`src/nlr_pkg.sv`:
```
// Shared types, character constants and character-class helpers for the
// numeric literal recognizer. No dependencies.
package nlr_pkg;

  localparam logic [7:0] CH_0     = 8'h30;
  localparam logic [7:0] CH_1     = 8'h31;
  localparam logic [7:0] CH_9     = 8'h39;
  localparam logic [7:0] CH_PLUS  = 8'h2B;
  localparam logic [7:0] CH_MINUS = 8'h2D;
  localparam logic [7:0] CH_DOT   = 8'h2E;
  localparam logic [7:0] CH_LO_A  = 8'h61;
  localparam logic [7:0] CH_LO_F  = 8'h66;
  localparam logic [7:0] CH_UP_A  = 8'h41;
  localparam logic [7:0] CH_UP_F  = 8'h46;
  localparam logic [7:0] CH_LO_X  = 8'h78;
  localparam logic [7:0] CH_UP_X  = 8'h58;
  localparam logic [7:0] CH_LO_B  = 8'h62;
  localparam logic [7:0] CH_UP_B  = 8'h42;
  localparam logic [7:0] CH_LO_E  = 8'h65;
  localparam logic [7:0] CH_UP_E  = 8'h45;
  localparam logic [7:0] CH_LO_U  = 8'h75;
  localparam logic [7:0] CH_UP_U  = 8'h55;
  localparam logic [7:0] CH_LO_L  = 8'h6C;
  localparam logic [7:0] CH_UP_L  = 8'h4C;

  // Largest value the match_length field can carry.
  localparam int unsigned OUT_LEN_MAX = 255;

  typedef struct packed {
    logic [7:0] text_byte;
    logic       span_end;
  } in_t;

  typedef struct packed {
    logic       matched;
    logic [7:0] match_length;
  } out_t;

  typedef enum logic [9:0] {
    PH_START   = 10'b00_0000_0001,
    PH_SIGN    = 10'b00_0000_0010,
    PH_INT     = 10'b00_0000_0100,
    PH_FRAC    = 10'b00_0000_1000,
    PH_HEX     = 10'b00_0001_0000,
    PH_BIN     = 10'b00_0010_0000,
    PH_EXP     = 10'b00_0100_0000,
    PH_EXPSIGN = 10'b00_1000_0000,
    PH_EXPDIG  = 10'b01_0000_0000,
    PH_SUFFIX  = 10'b10_0000_0000
  } phase_t;

  // Outcome of one byte in the current phase.
  typedef struct packed {
    phase_t phase;
    logic   take;
    logic   decide;
    logic   fail;
  } step_t;

  function automatic logic is_dec(input logic [7:0] c);
    return (c >= CH_0) && (c <= CH_9);
  endfunction

  function automatic logic is_hexd(input logic [7:0] c);
    return is_dec(c) || ((c >= CH_LO_A) && (c <= CH_LO_F)) ||
           ((c >= CH_UP_A) && (c <= CH_UP_F));
  endfunction

  function automatic logic is_sfx(input logic [7:0] c);
    return (c == CH_LO_U) || (c == CH_UP_U) || (c == CH_LO_L) || (c == CH_UP_L);
  endfunction

  function automatic logic is_sign(input logic [7:0] c);
    return (c == CH_PLUS) || (c == CH_MINUS);
  endfunction

endpackage

```
`src/number_literal_recognizer.sv`:
```
// Top level of the numeric literal recognizer: input register, lexer state,
// result register. Depends on nlr_pkg and nlr_step.
//
//   channel  | handshake                    | payload
//   ---------+------------------------------+---------------------------------
//   byte     | byte_valid / byte_ready      | byte_data   (nlr_pkg::in_t)
//   result   | result_valid / result_ready  | result_data (nlr_pkg::out_t)
//
// One byte per clock while no span_end byte stalls. Each byte is held in the input
// register, where the phase logic updates the lexer state; a span_end byte then
// loads the result register from that state when it leaves the input register.
// Only a span_end byte can stall, and only while the result register is full
// and not being taken. Reset clears the valid bits and the lexer state.
module number_literal_recognizer #(
  parameter int unsigned MAX_LEN = 255
) (
  input  logic                clk,
  input  logic                rst,
  input  logic                byte_valid,
  output logic                byte_ready,
  input  nlr_pkg::in_t        byte_data,
  output logic                result_valid,
  input  logic                result_ready,
  output nlr_pkg::out_t       result_data
);

  localparam int unsigned LEN_W = $clog2(MAX_LEN + 1);

  logic            s1_valid;
  nlr_pkg::in_t    s1_data;
  logic            s1_fire;

  nlr_pkg::phase_t phase;
  nlr_pkg::phase_t phase_next;
  logic [LEN_W-1:0] token_length;
  logic [LEN_W-1:0] token_length_next;
  logic            decided;
  logic            decided_next;
  logic            failed;
  logic            failed_next;

  nlr_pkg::step_t  step;
  logic            ok;
  logic [31:0]     len_ext;
  nlr_pkg::out_t   result_next;

  nlr_step u_step (
    .phase     (phase),
    .text_byte (s1_data.text_byte),
    .step      (step)
  );

  assign s1_fire    = s1_valid && (!s1_data.span_end || !result_valid || result_ready);
  assign byte_ready = !s1_valid || s1_fire;

  always_comb begin
    phase_next        = phase;
    token_length_next = token_length;
    decided_next      = decided;
    failed_next       = failed;
    if (!decided && !failed) begin
      if (step.take) begin
        phase_next = step.phase;
        if (token_length < LEN_W'(MAX_LEN)) begin
          token_length_next = token_length + LEN_W'(1);
        end
      end
      decided_next = step.decide;
      failed_next  = step.fail;
    end

    // A span that stops before any digit, or inside an exponent, is no literal.
    ok = !failed_next &&
         !(!decided_next && (phase_next == nlr_pkg::PH_START ||
                             phase_next == nlr_pkg::PH_SIGN ||
                             phase_next == nlr_pkg::PH_EXP ||
                             phase_next == nlr_pkg::PH_EXPSIGN));
    len_ext = 32'(token_length_next);
    result_next.matched = ok;
    if (!ok) begin
      result_next.match_length = 8'd0;
    end else if (len_ext > 32'(nlr_pkg::OUT_LEN_MAX)) begin
      result_next.match_length = 8'(nlr_pkg::OUT_LEN_MAX);
    end else begin
      result_next.match_length = len_ext[7:0];
    end
  end

  always_ff @(posedge clk) begin
    if (rst) begin
      s1_valid     <= 1'b0;
      result_valid <= 1'b0;
      phase        <= nlr_pkg::PH_START;
      token_length <= '0;
      decided      <= 1'b0;
      failed       <= 1'b0;
    end else begin
      if (byte_ready) begin
        s1_valid <= byte_valid;
      end

      if (s1_fire && s1_data.span_end) begin
        result_valid <= 1'b1;
      end else if (result_ready) begin
        result_valid <= 1'b0;
      end

      if (s1_fire) begin
        if (s1_data.span_end) begin
          phase        <= nlr_pkg::PH_START;
          token_length <= '0;
          decided      <= 1'b0;
          failed       <= 1'b0;
        end else begin
          phase        <= phase_next;
          token_length <= token_length_next;
          decided      <= decided_next;
          failed       <= failed_next;
        end
      end
    end
  end

  always_ff @(posedge clk) begin
    if (byte_ready && byte_valid) begin
      s1_data <= byte_data;
    end
    if (s1_fire && s1_data.span_end) begin
      result_data <= result_next;
    end
  end

  a_len_matches_flag: assert property (@(posedge clk) disable iff (rst)
    result_valid |-> (result_data.matched == (result_data.match_length != 8'd0)))
    else $error("match_length disagrees with matched");

  a_state_cleared: assert property (@(posedge clk) disable iff (rst)
    (s1_fire && s1_data.span_end) |=>
      (phase == nlr_pkg::PH_START && token_length == '0 && !decided && !failed))
    else $error("lexer state not cleared after span end");

  a_flags_exclusive: assert property (@(posedge clk) disable iff (rst)
    !(decided && failed))
    else $error("literal both ended and failed");

  a_len_bound: assert property (@(posedge clk) disable iff (rst)
    32'(token_length) <= MAX_LEN)
    else $error("token length above limit");

  a_result_held: assert property (@(posedge clk) disable iff (rst)
    (result_valid && !result_ready) |=> (result_valid && $stable(result_data)))
    else $error("pending result changed before it was taken");

endmodule

```
`src/nlr_step.sv`:
```
// Phase transition logic: classifies one byte against the current lexer phase.
// Depends on nlr_pkg.
module nlr_step (
  input  nlr_pkg::phase_t    phase,
  input  logic [7:0]         text_byte,
  output nlr_pkg::step_t     step
);

  logic dec;
  logic sgn;
  logic sfx;
  logic is_e;

  assign dec  = nlr_pkg::is_dec(text_byte);
  assign sgn  = nlr_pkg::is_sign(text_byte);
  assign sfx  = nlr_pkg::is_sfx(text_byte);
  assign is_e = (text_byte == nlr_pkg::CH_LO_E) || (text_byte == nlr_pkg::CH_UP_E);

  always_comb begin
    step.phase  = phase;
    step.take   = 1'b0;
    step.decide = 1'b0;
    step.fail   = 1'b0;
    unique case (phase)
      nlr_pkg::PH_START: begin
        if (dec) begin
          step.take = 1'b1; step.phase = nlr_pkg::PH_INT;
        end else if (sgn) begin
          step.take = 1'b1; step.phase = nlr_pkg::PH_SIGN;
        end else begin
          step.fail = 1'b1;
        end
      end
      nlr_pkg::PH_SIGN: begin
        if (dec) begin
          step.take = 1'b1; step.phase = nlr_pkg::PH_INT;
        end else begin
          step.fail = 1'b1;
        end
      end
      nlr_pkg::PH_INT: begin
        step.take = 1'b1;
        if (dec) begin
          step.phase = nlr_pkg::PH_INT;
        end else if (text_byte == nlr_pkg::CH_DOT) begin
          step.phase = nlr_pkg::PH_FRAC;
        end else if (text_byte == nlr_pkg::CH_LO_X || text_byte == nlr_pkg::CH_UP_X) begin
          step.phase = nlr_pkg::PH_HEX;
        end else if (text_byte == nlr_pkg::CH_LO_B || text_byte == nlr_pkg::CH_UP_B) begin
          step.phase = nlr_pkg::PH_BIN;
        end else if (is_e) begin
          step.phase = nlr_pkg::PH_EXP;
        end else if (text_byte == nlr_pkg::CH_LO_F || sfx) begin
          // An integer may take an f and then still any u/l suffix.
          step.phase = nlr_pkg::PH_SUFFIX;
        end else begin
          step.take = 1'b0; step.decide = 1'b1;
        end
      end
      nlr_pkg::PH_FRAC: begin
        if (dec) begin
          step.take = 1'b1;
        end else if (is_e) begin
          step.take = 1'b1; step.phase = nlr_pkg::PH_EXP;
        end else if (text_byte == nlr_pkg::CH_LO_F) begin
          step.take = 1'b1; step.decide = 1'b1;
        end else begin
          step.decide = 1'b1;
        end
      end
      nlr_pkg::PH_HEX: begin
        if (nlr_pkg::is_hexd(text_byte)) begin
          step.take = 1'b1;
        end else if (sfx) begin
          step.take = 1'b1; step.phase = nlr_pkg::PH_SUFFIX;
        end else begin
          step.decide = 1'b1;
        end
      end
      nlr_pkg::PH_BIN: begin
        if (text_byte == nlr_pkg::CH_0 || text_byte == nlr_pkg::CH_1) begin
          step.take = 1'b1;
        end else if (sfx) begin
          step.take = 1'b1; step.phase = nlr_pkg::PH_SUFFIX;
        end else begin
          step.decide = 1'b1;
        end
      end
      nlr_pkg::PH_EXP: begin
        if (sgn) begin
          step.take = 1'b1; step.phase = nlr_pkg::PH_EXPSIGN;
        end else if (dec) begin
          step.take = 1'b1; step.phase = nlr_pkg::PH_EXPDIG;
        end else begin
          step.fail = 1'b1;
        end
      end
      nlr_pkg::PH_EXPSIGN: begin
        if (dec) begin
          step.take = 1'b1; step.phase = nlr_pkg::PH_EXPDIG;
        end else begin
          step.fail = 1'b1;
        end
      end
      nlr_pkg::PH_EXPDIG: begin
        if (dec) begin
          step.take = 1'b1;
        end else if (text_byte == nlr_pkg::CH_LO_F) begin
          step.take = 1'b1; step.decide = 1'b1;
        end else begin
          step.decide = 1'b1;
        end
      end
      nlr_pkg::PH_SUFFIX: begin
        if (sfx) begin
          step.take = 1'b1;
        end else begin
          step.decide = 1'b1;
        end
      end
      default: begin
        step.fail = 1'b1;
      end
    endcase
  end

endmodule

```
`config.mk`:
```
export PLATFORM = sky130hd
export DESIGN_NAME = number_literal_recognizer
export DESIGN_NICKNAME = d
export VERILOG_FILES = /design/src/nlr_pkg.sv /design/src/number_literal_recognizer.sv /design/src/nlr_step.sv
export SDC_FILE = /design/constraint.sdc
export NUM_CORES = 1
export LEC_CHECK = 0
export ABC_AREA = 1
export BUFFER_PORTS_ARGS = -buffer_cell sky130_fd_sc_hd__buf_2
export CORE_UTILIZATION = 30
export DETAILED_ROUTE_END_ITERATION = 7
export SLEW_MARGIN = 20
export SYNTH_ARGS = -nofsm -noshare
export SYNTH_HDL_FRONTEND = slang
export SYNTH_SLANG_ARGS = --single-unit
```
`constraint.sdc`:
```
create_clock -name clk -period 2.5 [get_ports clk]
set_input_delay 0.125 -clock clk [delete_from_list [all_inputs] [get_ports clk]]
set_output_delay 0.125 -clock clk [all_outputs]
set_load 0.03 [all_outputs]
```
==> metrics.txt, run 1 <==
# TYPE chip_impl_metric gauge
chip_impl_metric{name="cellLeakagePower",unit="nW"} 1.778
chip_impl_info{name="netlist_top_cells_area",value="edfxtp_1, nand2_1, dfxtp_1"} 1
chip_impl_info{name="hp-class",value="in2reg"} 1
chip_impl_metric{name="initialDrtViolationCount",unit=""} 213
chip_impl_metric{name="number_of_antenna_violations_at_the_first_check_in_global_routing",unit=""} 0
chip_impl_metric{name="htreeDepth",unit=""} 2
chip_impl_metric{name="synth-async-reset-ratio",unit="%"} 0
chip_impl_info{name="netlist.top_cell.by_area",value="edfxtp_1"} 1
chip_impl_metric{name="achievable-frequency",unit="MHz"} 413.6
chip_impl_metric{name="synth.cell_area",unit="um2"} 3068
chip_impl_metric{name="design.die.area",unit="um2"} 10630
chip_impl_info{name="layout.cells.most_common_list",value="nand2_1, inv_1, nand3_1"} 1
chip_impl_metric{name="design.final.nets",unit=""} 557
chip_impl_metric{name="clock_path_buffers",unit=""} 2
chip_impl_metric{name="yosysWarnings",unit=""} 0
chip_impl_metric{name="die_height",unit="um"} 103.1
chip_impl_metric{name="slew_at_the_pin_closest_to_its_max_slew_limit",unit="ns"} 0.7234
chip_impl_metric{name="detail-route-antenna-nets",unit=""} 0
chip_impl_metric{name="slew_headroom",unit="%"} 51.72
chip_impl_metric{name="hold_viol",unit=""} 0
chip_impl_info{name="run_status",value="complete, no violations"} 1
chip_impl_metric{name="global_route_wire_length_before_repair",unit="um"} 14260
chip_impl_metric{name="placed_inst_area",unit="um2"} 3533
chip_impl_metric{name="ys_seq_elements",unit=""} 40
chip_impl_metric{name="detailedPlacementHpwl",unit="um"} 6904
chip_impl_metric{name="gr-total-overflow",unit=""} 0
chip_impl_metric{name="drive_gt1_share",unit="%"} 30.15
chip_impl_metric{name="cts_inserted_buffers",unit=""} 5
chip_impl_metric{name="max_cap_viol_count",unit=""} 0
chip_impl_metric{name="finalSetupTns",unit="ns"} 0
chip_impl_info{name="rr_endpoint",value="result_data[7]"} 1
chip_impl_metric{name="final.setup.worst_slack",unit="ns"} 0.08237
chip_impl_info{name="timing.critical_path.from_type",value="register"} 1
chip_impl_info{name="critical_path.reg2reg.startpoint",value="s1_data[4]"} 1
chip_impl_metric{name="post_synth_inst_count",unit=""} 471
chip_impl_metric{name="start_util",unit="%"} 31.10
chip_impl_metric{name="cts.sink_count",unit=""} 40
chip_impl_metric{name="critPathArrivalTime",unit="ns"} 2.49
chip_impl_metric{name="timing.reg2reg.setup_slack",unit="ns"} 0.08
chip_impl_metric{name="period_share",unit="%"} 96.71
chip_impl_info{name="criticalPathCategory",value="reg2reg"} 1
chip_impl_metric{name="rr_worst_depth",unit=""} 15
chip_impl_metric{name="dr.pass1.iters",unit=""} 4
chip_impl_metric{name="power-per-cell-area",unit="nW/um2"} 394.8
chip_impl_metric{name="number_of_global_route_vias_before_repair",unit=""} 2953
chip_impl_metric{name="via_per_inst",unit=""} 4.876
chip_impl_metric{name="num_vias",unit=""} 3301
chip_impl_info{name="worst_setup_path_end_kind",value="register"} 1
chip_impl_metric{name="ios",unit=""} 24
chip_impl_metric{name="dp_worst_setup_slack",unit="ns"} 0.01172
chip_impl_metric{name="worst_hold_path.num_cells",unit=""} 3
chip_impl_metric{name="min_period",unit="ns"} 2.418
chip_impl_info{name="cts.root.buffer_cell",value="clkbuf_8"} 1
chip_impl_metric{name="wire_per_inst",unit="um"} 13.49
chip_impl_metric{name="timing_max_transition_violations_final",unit=""} 0
chip_impl_metric{name="clock_latency",unit="ns"} 0.30
chip_impl_metric{name="antennaDiodeCount",unit=""} 0
chip_impl_metric{name="layout-area-overhead-vs-synth",unit="%"} 30.14
chip_impl_metric{name="critPathRequiredTime",unit="ns"} 2.57
chip_impl_metric{name="postRouteWirelength",unit="um"} 9135
chip_impl_info{name="synthFlopType",value="dfxtp_1"} 1
chip_impl_info{name="hold_path_end",value="s1_valid"} 1
chip_impl_metric{name="floorplan.core_area",unit="um2"} 9864
chip_impl_metric{name="place.gp.congestion",unit=""} 0.8831
chip_impl_metric{name="die_width",unit="um"} 103.1
chip_impl_metric{name="setup-violations-final",unit=""} 0
chip_impl_info{name="min_from",value="byte_valid"} 1
chip_impl_metric{name="fin_worst_skew",unit="ns"} 0.01117
chip_impl_metric{name="post_synth_num_cell_types",unit=""} 41
chip_impl_metric{name="syn_area_per_cell",unit="um2"} 6.514
chip_impl_metric{name="grtUsageTotal",unit="%"} 17.58
chip_impl_metric{name="detail_route.drc_violations",unit=""} 0
chip_impl_metric{name="mappedNetlistNets",unit=""} 485
chip_impl_metric{name="final_area",unit="um2"} 3993
chip_impl_metric{name="synth_enable_flop_cells",unit=""} 18
chip_impl_metric{name="irDropWorstVdd",unit="uV"} 251.3
chip_impl_metric{name="synth.yosys.seq_area_share",unit="%"} 31.97
chip_impl_metric{name="crit_fanout",unit=""} 9
chip_impl_metric{name="buffer_ports.inserted",unit=""} 23
chip_impl_metric{name="cts.clk_slew.worst_paths",unit="ns"} 0.09
chip_impl_metric{name="hold_slack",unit="ns"} 0.09103
chip_impl_info{name="cts_tree",value="built"} 1
chip_impl_metric{name="synth.top_cell.area_share",unit="%"} 17.62
chip_impl_metric{name="std_cell_rows",unit=""} 36
chip_impl_info{name="layout_commonest_cell",value="nand2_1"} 1
chip_impl_metric{name="largest_net_degree_at_the_start_of_global_routing",unit=""} 20
## synth_stat cells, types with 5 or more instances
| cell type | number |
|---|---|
| nand2_2 | 8 |
| nand2_1 | 139 |
| clkbuf_1 | 5 |
| nor2_4 | 7 |
| inv_2 | 8 |
| inv_1 | 51 |
| nor2_1 | 49 |
| o21ai_1 | 12 |
| edfxtp_1 | 18 |
| nand3_1 | 45 |
| nor2_2 | 11 |
| nand4_1 | 15 |
| a21oi_1 | 31 |
| dfxtp_1 | 22 |
| o21ai_0 | 8 |
## cell type report
class,count,area [um2]
sequential,40,1006
tap,133,166.4
clock buffer,5,68.82
multi-input combinational,360,1921
inverter,62,247.7
clock inverter,3,46.29
fill,1030,5872
timing repair buffer,74,536.8
## cell families after synthesis
| family | share of synthesized area [%] |
|---|---|
| and+or+nand+nor | 46.70 |
| buffers and inverters | 9.421 |
| AOI/OAI and AO/OA | 10.93 |
| DFF | 31.97 |
| xor gates and xnor gates | 0.5711 |
| adders and majority gates | 0.4078 |
## report_power, final
| part | switching (mW) | internal (mW) | leakage [nW] |
|---|---|---|---|
| clock | 0.260 | 0.301 | 0.0548 |
| sequential | 0.0159 | 0.697 | 0.357 |
| combinational | 0.192 | 0.111 | 1.37 |
## per-stage QoR
| stage | std cells | total power [mW] | utilization (%) |
|---|---|---|---|
| floorplan | 471 | 0.9049 | - |
| global placement | 646 | 0.9802 | 35.79 |
| detailed placement | 646 | 0.9817 | 35.82 |
| CTS | 662 | 1.550 | 37.82 |
| global route | 677 | 1.648 | 40.47 |
| finish | 677 | 1.576 | 40.47 |
## registers in the layout, summed over array words and instances, names as in the netlist
signal,flops
decided,1
failed,1
phase,10
result_data,9
result_valid,1
s1_data,9
s1_valid,1
token_length,8
## how the worst max path moves through the flow
stage	from	cells past startpoint	endpoint	slack, ns
final	s1_data[4]	15	result_data[7]	0.08
after global routing	s1_data[1]	14	result_data[7]	-0.07
after CTS	s1_data[1]	14	result_data[5]	0.006
after detailed placement	s1_data[7]	16	result_data[1]	0.01
after global placement	phase[0]	16	result_data[4]	0.06
after floorplan	s1_data[7]	16	result_data[0]	0.39
## per-layer routing
metal | GRT usage [%] | vias up | wire (um)
met1 | 23.99 | 1526 | 4344
met4 | 3.900 | 0 | 91
met2 | 29.69 | 81 | 4278
li1 | - | 1685 | -
met3 | 2.102 | 9 | 420
met5 | 0 | - | 0
## timing repair
item | CTS | global route
hold buffers | 8 | 1
endpoints found under the hold margin | 8 | 1
cloned | 0 | 1
pin swaps | 0 | 13
gates resized for setup | 1 | 53
buffers inserted | 0 | 13
endpoints found under the setup margin | 7 | 9
## critical path, cell delays in order, from the launching register on
cell and delay, ns:
edfxtp_1 0.46, buf_4 0.15, o21ai_1 0.08, nand2_2 0.21
inv_6 0.09, nor2_4 0.16, nand3_2 0.10, a21o_1 0.20
nand3_1 0.09, nand2_1 0.07, nand3_1 0.09, nand2_1 0.07
nand2_2 0.09, nand4_4 0.14, nand2_4 0.13, nor2_2 0.05
Note: power is estimated with default switching activity, not from simulation.
==> run 2: changes to the inputs <==
--- a/config.mk
+++ b/config.mk
@@ -6,9 +6,10 @@
 export NUM_CORES = 1
 export LEC_CHECK = 0
 export ABC_AREA = 1
-export BUFFER_PORTS_ARGS = -buffer_cell sky130_fd_sc_hd__buf_2
-export CORE_UTILIZATION = 30
+export BUFFER_PORTS_ARGS = -buffer_cell sky130_fd_sc_hd__clkbuf_2
+export CORE_UTILIZATION = 60
 export DETAILED_ROUTE_END_ITERATION = 7
+export PLACE_DENSITY = 0.8
 export SLEW_MARGIN = 20
 export SYNTH_ARGS = -nofsm -noshare
 export SYNTH_HDL_FRONTEND = slang
==> constraint.sdc (replaced) <==
create_clock -name clk -period 2.6 [get_ports clk]
set_input_delay 0.13 -clock clk [delete_from_list [all_inputs] [get_ports clk]]
set_output_delay 0.13 -clock clk [all_outputs]
set_load 0.03 [all_outputs]
==> metrics.txt, run 2 (synthesis gave the netlist of run 1 again) <==
# TYPE chip_impl_metric gauge
chip_impl_metric{name="postRouteWirelength",unit="um"} 8442
chip_impl_metric{name="min_period",unit="ns"} 2.494
chip_impl_metric{name="dp_worst_setup_slack",unit="ns"} 0.1206
chip_impl_metric{name="dr.pass1.iters",unit=""} 5
chip_impl_info{name="run_status",value="complete, no violations"} 1
chip_impl_metric{name="hold_viol",unit=""} 0
chip_impl_metric{name="dpl.cell_count",unit=""} 560
chip_impl_metric{name="hold_slack",unit="ns"} 0.01087
chip_impl_metric{name="detail_route.drc_violations",unit=""} 0
chip_impl_metric{name="critical_path_cell_count",unit=""} 16
chip_impl_metric{name="cts.clk_slew.worst_paths",unit="ns"} 0.07
chip_impl_info{name="top_regs",value="phase x10, result_data x9, s1_data x9"} 1
chip_impl_metric{name="design.die.area",unit="um2"} 5403
chip_impl_metric{name="die_width",unit="um"} 73.51
chip_impl_metric{name="period_share",unit="%"} 95.92
chip_impl_metric{name="cts_inserted_buffers",unit=""} 5
chip_impl_info{name="layout.cells.most_common_list",value="nand2_1, inv_1, nand3_1"} 1
chip_impl_metric{name="fin_worst_skew",unit="ns"} 0.01101
chip_impl_metric{name="largest_register_ffs",unit=""} 10
chip_impl_info{name="critical_path.reg2reg.startpoint",value="s1_data[4]"} 1
chip_impl_metric{name="final.setup.worst_slack",unit="ns"} 0.1060
chip_impl_metric{name="detailedPlacementHpwl",unit="um"} 6236
chip_impl_metric{name="floorplan.core_area",unit="um2"} 4817
chip_impl_metric{name="power.combinational.fraction",unit="%"} 17.7
chip_impl_metric{name="critPathArrivalTime",unit="ns"} 2.55
chip_impl_metric{name="max_cap_viol_count",unit=""} 0
chip_impl_metric{name="via_per_inst",unit=""} 5.724
chip_impl_metric{name="cellLeakagePower",unit="nW"} 1.642
chip_impl_metric{name="p_int",unit="mW"} 1.057
chip_impl_info{name="cts_tree",value="built"} 1
chip_impl_metric{name="gr-total-overflow",unit=""} 0
chip_impl_metric{name="die_height",unit="um"} 73.51
chip_impl_metric{name="power-per-cell-area",unit="nW/um2"} 409.8
chip_impl_info{name="worst_setup_path_end_kind",value="register"} 1
chip_impl_metric{name="met3RoutedLength",unit="um"} 623
chip_impl_metric{name="detail-route-antenna-nets",unit=""} 0
chip_impl_metric{name="wire_per_inst",unit="um"} 14.56
chip_impl_info{name="criticalPathCategory",value="reg2reg"} 1
chip_impl_info{name="layout_commonest_cell",value="nand2_1"} 1
chip_impl_metric{name="critPathRequiredTime",unit="ns"} 2.65
chip_impl_metric{name="met2WireLength",unit="um"} 3929
chip_impl_info{name="top_layer",value="met4"} 1
chip_impl_metric{name="rr_worst_depth",unit=""} 16
chip_impl_metric{name="slew_headroom",unit="%"} 49.38
chip_impl_metric{name="place.gp.congestion",unit=""} 1.006
chip_impl_metric{name="achievable-frequency",unit="MHz"} 401.0
chip_impl_metric{name="num_vias",unit=""} 3320
chip_impl_info{name="cpMostUsedCell",value="nand2_1"} 1
chip_impl_metric{name="start_util",unit="%"} 63.69
chip_impl_metric{name="timing.reg2reg.setup_slack",unit="ns"} 0.11
chip_impl_info{name="worst_path_dominant_cell_family",value="simple AND/OR/NAND/NOR gates"} 1
chip_impl_metric{name="initialDrtViolationCount",unit=""} 366
chip_impl_metric{name="wl_met1",unit="um"} 3684
chip_impl_info{name="crit_path_top_delay_cell",value="edfxtp_1"} 1
chip_impl_metric{name="slew_at_the_pin_closest_to_its_max_slew_limit",unit="ns"} 0.7584
chip_impl_metric{name="design.final.nets",unit=""} 526
chip_impl_metric{name="net-switching-power",unit="uW"} 415.6
chip_impl_metric{name="buffer_ports.inserted",unit=""} 23
chip_impl_metric{name="grtUsageTotal",unit="%"} 32.60
chip_impl_metric{name="htreeDepth",unit=""} 2
chip_impl_info{name="cp-startpoint",value="s1_data[4]"} 1
chip_impl_metric{name="final_cell_count_no_fill",unit=""} 580
chip_impl_metric{name="share_of_total_power_in_the_clock_network",unit="%"} 35.3
chip_impl_metric{name="std_cell_rows",unit=""} 25
chip_impl_info{name="hp-class",value="in2reg"} 1
chip_impl_metric{name="cts.sink_count",unit=""} 40
chip_impl_info{name="worst_setup_path_endpoint",value="result_data[0]"} 1
chip_impl_metric{name="antennaDiodeCount",unit=""} 0
chip_impl_info{name="rr_endpoint",value="result_data[0]"} 1
chip_impl_metric{name="number_of_antenna_violations_at_the_first_check_in_global_routing",unit=""} 0
chip_impl_metric{name="nFillCells",unit=""} 400
chip_impl_metric{name="timing_max_transition_violations_final",unit=""} 0
chip_impl_metric{name="critical-path-max-stage-delay",unit="ns"} 0.51
chip_impl_info{name="timing.critical_path.from_type",value="register"} 1
chip_impl_metric{name="layout-area-overhead-vs-synth",unit="%"} 17.17
chip_impl_metric{name="clock_path_buffers",unit=""} 2
chip_impl_metric{name="clock_latency",unit="ns"} 0.30
chip_impl_metric{name="global_route_wire_length_before_repair",unit="um"} 13370
chip_impl_metric{name="crit_fanout",unit=""} 7
chip_impl_metric{name="irDropWorstVdd",unit="uV"} 387.7
chip_impl_metric{name="number_of_global_route_vias_before_repair",unit=""} 2864
chip_impl_metric{name="swShare",unit="%"} 28.22
chip_impl_metric{name="cts_hold_buf",unit=""} 0
chip_impl_info{name="largest_register",value="phase"} 1
chip_impl_metric{name="drive_gt1_share",unit="%"} 24.95
chip_impl_metric{name="seqPwrFrac",unit="%"} 46.9
chip_impl_info{name="critical_path_cell_by_cell",value="inv_1 > nand2_1 > nor2_2 > nand2_1 > nand2_4 > nor2_4 > nand4_1 > nand2_1 > nand2_1 > nand3_1 > a21oi_2 > nand3_1 > nor2_2 > nand4_4 > nand2_4 > nor2_2"} 1
chip_impl_metric{name="setup-violations-final",unit=""} 0
chip_impl_metric{name="ios",unit=""} 24
chip_impl_metric{name="timing.critical_path.buf_inv",unit=""} 1
chip_impl_info{name="cts.root.buffer_cell",value="clkbuf_8"} 1
chip_impl_metric{name="largest_net_degree_at_the_start_of_global_routing",unit=""} 20
## run 2: cell count changes in the layout (fill, tap and decap cells not counted), sizes merged
cell | previous run | this run
clkinvlp | 1 | 0
clkbuf | 5 | 31
bufinv | 1 | 0
clkinv | 1 | 2
inv | 62 | 60
dlygate4sd3 | 9 | 0
buf | 65 | 20
## run 2: power groups by stage
stage | combinational (mW) | sequential (mW) | clock, mW
final | 0.261 | 0.691 | 0.521
after global routing | 0.287 | 0.694 | 0.544
after CTS | 0.225 | 0.690 | 0.527
after detailed placement | 0.224 | 0.705 | 0
after global placement | 0.218 | 0.704 | 0
after floorplan | 0.161 | 0.709 | 0
## run 2: final cells by class
type | instances | area (um2) | share of cell area, %
Tap cell | 67 | 83.83 | 2.332
Timing Repair Buffer | 43 | 265.3 | 7.379
Sequential cell | 40 | 989.7 | 27.53
Inverter | 62 | 245.2 | 6.822
Clock buffer | 8 | 121.4 | 3.376
Multi-Input combinational cell | 360 | 1889 | 52.56
## run 2: per-layer routing
metal,GRT usage (%),vias to the layer above
met5,0,-
met3,4.527,21
met4,9.402,0
met1,45.27,1493
met2,52.80,184
li1,-,1622
## run 2: worst min-delay path by stage
stage,from,to,cells after the start
after CTS,byte_data[4],s1_data[4],1
after detailed placement,byte_data[2],s1_data[2],1
after global routing,byte_data[4],s1_data[4],1
after global placement,byte_data[0],s1_data[0],1
final,byte_data[2],s1_data[2],1
after floorplan,byte_data[0],s1_data[0],0
## run 2: worst reg2reg max path, stage by stage, from the launching register on
cell and delay [ns]:
edfxtp_1 0.51, inv_1 0.13, nand2_1 0.08, nor2_2 0.13
nand2_1 0.11, nand2_4 0.10, nor2_4 0.06, nand4_1 0.09
nand2_1 0.08, nand2_1 0.06, nand3_1 0.08, a21oi_2 0.18
nand3_1 0.11, nor2_2 0.18, nand4_4 0.16, nand2_4 0.16
nor2_2 0.05
## run 2: what timing repair did
| action | in CTS | in global routing |
|---|---|---|
| resized for setup | 0 | 31 |
| buffers inserted | 0 | 11 |
| endpoints found under the setup margin | 0 | 9 |
## run 2: through the flow
step | power [mW] | utilization (%) | TNS (ns) | cell area [um2]
floorplan | 0.8701 | - | 0 | 3068
global placement | 0.9221 | 68.21 | 0 | 3286
detailed placement | 0.9283 | 68.21 | 0 | 3286
CTS | 1.443 | 70.73 | 0 | 3407
global route | 1.525 | 74.62 | -0.4779 | 3595
finish | 1.473 | 74.62 | 0 | 3595
==> run 3: changes to the inputs <==
--- a/config.mk
+++ b/config.mk
@@ -9,7 +9,8 @@
 export BUFFER_PORTS_ARGS = -buffer_cell sky130_fd_sc_hd__clkbuf_2
 export CORE_UTILIZATION = 60
 export DETAILED_ROUTE_END_ITERATION = 7
-export PLACE_DENSITY = 0.8
+export PLACE_DENSITY_LB_ADDON = 0.2
+export SETUP_SLACK_MARGIN = 0.1
 export SLEW_MARGIN = 20
 export SYNTH_ARGS = -nofsm -noshare
 export SYNTH_HDL_FRONTEND = slang
==> metrics.txt, run 3 (synthesis gave the netlist of run 1 again) <==
# TYPE chip_impl_metric gauge
chip_impl_metric{name="critPathArrivalTime",unit="ns"} 2.49
chip_impl_metric{name="detail-route-antenna-nets",unit=""} 0
chip_impl_metric{name="number_of_antenna_violations_at_the_first_check_in_global_routing",unit=""} 0
chip_impl_metric{name="sequential_cell_area",unit="um2"} 983.4
chip_impl_metric{name="start_util",unit="%"} 63.69
chip_impl_metric{name="antennaDiodeCount",unit=""} 0
chip_impl_metric{name="achievable-frequency",unit="MHz"} 413.2
chip_impl_metric{name="floorplan.core_area",unit="um2"} 4817
chip_impl_metric{name="place.gp.congestion",unit=""} 1.016
chip_impl_metric{name="std_cell_rows",unit=""} 25
chip_impl_metric{name="period_share",unit="%"} 93.08
chip_impl_info{name="crit_path_top_delay_cell",value="edfxtp_1"} 1
chip_impl_info{name="worst_setup_path_end_kind",value="register"} 1
chip_impl_metric{name="design.final.nets",unit=""} 525
chip_impl_info{name="top_regs",value="phase x10, result_data x9, s1_data x9"} 1
chip_impl_metric{name="global_route_wire_length_before_repair",unit="um"} 12720
chip_impl_metric{name="max_cap_viol_count",unit=""} 0
chip_impl_metric{name="setup-violations-final",unit=""} 0
chip_impl_metric{name="die_width",unit="um"} 73.51
chip_impl_info{name="critical_path_cell_by_cell",value="nor2_1 > nand2_1 > nor2_2 > nor2_4 > nand3_1 > nor2_1 > nand2_1 > o211ai_1 > nand2_1 > o21ai_0 > nor2_2 > nand4_4 > nand2_2 > nor2_2"} 1
chip_impl_info{name="run_status",value="finished with violations"} 1
chip_impl_metric{name="irDropWorstVdd",unit="uV"} 400.1
chip_impl_metric{name="num_vias",unit=""} 3306
chip_impl_metric{name="wire_per_inst",unit="um"} 14.15
chip_impl_info{name="layout_commonest_cell",value="nand2_1"} 1
chip_impl_metric{name="nFillCells",unit=""} 396
chip_impl_metric{name="postRouteWirelength",unit="um"} 8195
chip_impl_info{name="cts_tree",value="built"} 1
chip_impl_info{name="grt_setup_unrepaired",value="true"} 1
chip_impl_metric{name="largest_register_ffs",unit=""} 10
chip_impl_metric{name="hold_viol",unit=""} 1
chip_impl_metric{name="clock_path_buffers",unit=""} 2
chip_impl_metric{name="hold_slack",unit="ns"} -0.0009104
chip_impl_metric{name="slew_at_the_pin_closest_to_its_max_slew_limit",unit="ns"} 1.080
chip_impl_metric{name="htreeDepth",unit=""} 2
chip_impl_info{name="layout.cells.most_common_list",value="nand2_1, inv_1, nand3_1"} 1
chip_impl_metric{name="critPathRequiredTime",unit="ns"} 2.67
chip_impl_metric{name="design.die.area",unit="um2"} 5403
chip_impl_metric{name="layout-area-overhead-vs-synth",unit="%"} 16.15
chip_impl_metric{name="grtUsageTotal",unit="%"} 31.07
chip_impl_metric{name="slew_headroom",unit="%"} 27.74
chip_impl_metric{name="critical-path-max-stage-delay",unit="ns"} 0.46
chip_impl_metric{name="min_period",unit="ns"} 2.420
chip_impl_metric{name="die_height",unit="um"} 73.51
chip_impl_info{name="largest_register",value="phase"} 1
chip_impl_metric{name="cellLeakagePower",unit="nW"} 1.610
chip_impl_metric{name="detail_route.drc_violations",unit=""} 0
chip_impl_metric{name="number_of_global_route_vias_before_repair",unit=""} 2871
chip_impl_metric{name="largest_net_degree_at_the_start_of_global_routing",unit=""} 20
chip_impl_metric{name="area_occupied_by_multi_input_gates",unit="um2"} 1897
chip_impl_metric{name="via_per_inst",unit=""} 5.710
chip_impl_info{name="timing.critical_path.from_type",value="register"} 1
chip_impl_metric{name="drive_gt1_share",unit="%"} 24.41
chip_impl_metric{name="ios",unit=""} 24
chip_impl_metric{name="clock_latency",unit="ns"} 0.31
chip_impl_metric{name="detailedPlacementHpwl",unit="um"} 5977
chip_impl_metric{name="buffer_ports.inserted",unit=""} 23
chip_impl_info{name="cts.root.buffer_cell",value="clkbuf_8"} 1
chip_impl_metric{name="initialDrtViolationCount",unit=""} 304
chip_impl_metric{name="power-per-cell-area",unit="nW/um2"} 395.1
chip_impl_info{name="failed_checks",value="hold timing"} 1
chip_impl_metric{name="cts.clk_slew.worst_paths",unit="ns"} 0.08
chip_impl_metric{name="cts_inserted_buffers",unit=""} 5
chip_impl_metric{name="gr-total-overflow",unit=""} 0
chip_impl_info{name="hp-class",value="in2reg"} 1
chip_impl_metric{name="fin_worst_skew",unit="ns"} 0.01475
chip_impl_metric{name="dr.pass1.iters",unit=""} 5
chip_impl_metric{name="cts.sink_count",unit=""} 40
chip_impl_info{name="criticalPathCategory",value="reg2reg"} 1
chip_impl_metric{name="finalSetupTns",unit="ns"} 0
chip_impl_metric{name="crit_fanout",unit=""} 6
chip_impl_metric{name="timing_max_transition_violations_final",unit=""} 0
==> run 3: cell types whose count changed in the layout (fill, tap and decap cells not counted), moves of 3 or more <==
cell and delta:
nor2_2 -3, dfxtp_1 +5, nand2_1 -3, dfxtp_2 -5, nand2_2 +5
==> run 3: metrics by stage <==
step | setup slack, ns | cell area (um2) | total power [mW] | instances | utilization (%)
3_5_place_dp | 0.1851 | 3286 | 0.9238 | 560 | 68.21
3_3_place_gp | 0.2054 | 3286 | 0.9196 | 560 | 68.21
2_1_floorplan | 0.4857 | 3068 | 0.8701 | 471 | -
6_report | 0.1799 | 3563 | 1.408 | 579 | 73.97
4_1_cts | 0.1749 | 3382 | 1.361 | 568 | 70.21
5_1_grt | 0.03970 | 3563 | 1.458 | 579 | 73.97
==> run 3: layout make-up <==
class                      count  share of cell area (%)
inverter                      62                   6.812
multi-input combinational    360                   53.23
tap                           67                   2.353
clock inverter                 2                  0.3862
sequential                    40                   27.60
clock buffer                   6                   2.317
timing repair buffer          42                   7.303
==> run 3: final timing paths <==
| path | startpoint | endpoint | slack [ns] | depth (start not counted) |
|---|---|---|---|---|
| setup / recovery | s1_data[1] | result_data[3] | 0.18 | 14 |
| hold / removal | byte_data[0] | s1_data[0] | -0.0009 | 1 |
| setup reg to reg | s1_data[1] | result_data[3] | 0.18 | 14 |
| hold reg to reg | token_length[6] | token_length[6] | 0.49 | 2 |
==> run 3: what timing repair did <==
item,in CTS,in global routing
setup endpoints to repair,0,12
hold buffers,0,1
endpoints found under the hold margin,0,1
buffers inserted,0,9
resized for setup,0,30
==> run 3: report_power, final <==
group | internal [mW] | switching, mW | total [mW] | leakage [nW]
sequential | 0.675 | 0.0168 | 0.692 | 0.352
clock | 0.216 | 0.239 | 0.455 | 0.0477
combinational | 0.0855 | 0.176 | 0.261 | 1.21
total | 0.976 | 0.432 | 1.41 | 1.61
==> run 3: worst max-delay path: cells and delay by family (launching register included) <==
kind            cells  cell delay, ns
compound gates      2            0.25
flops               1            0.46
simple gates       12            1.48
==> run 3: layer usage <==
| metal | vias to the layer above | wire, um | track usage, % |
|---|---|---|---|
| li1 | 1617 | - | - |
| met1 | 1497 | 3364 | 40.38 |
| met2 | 163 | 3835 | 50.97 |
| met3 | 29 | 721 | 6.584 |
| met4 | 0 | 274 | 11.11 |
| met5 | - | 0 | 0 |
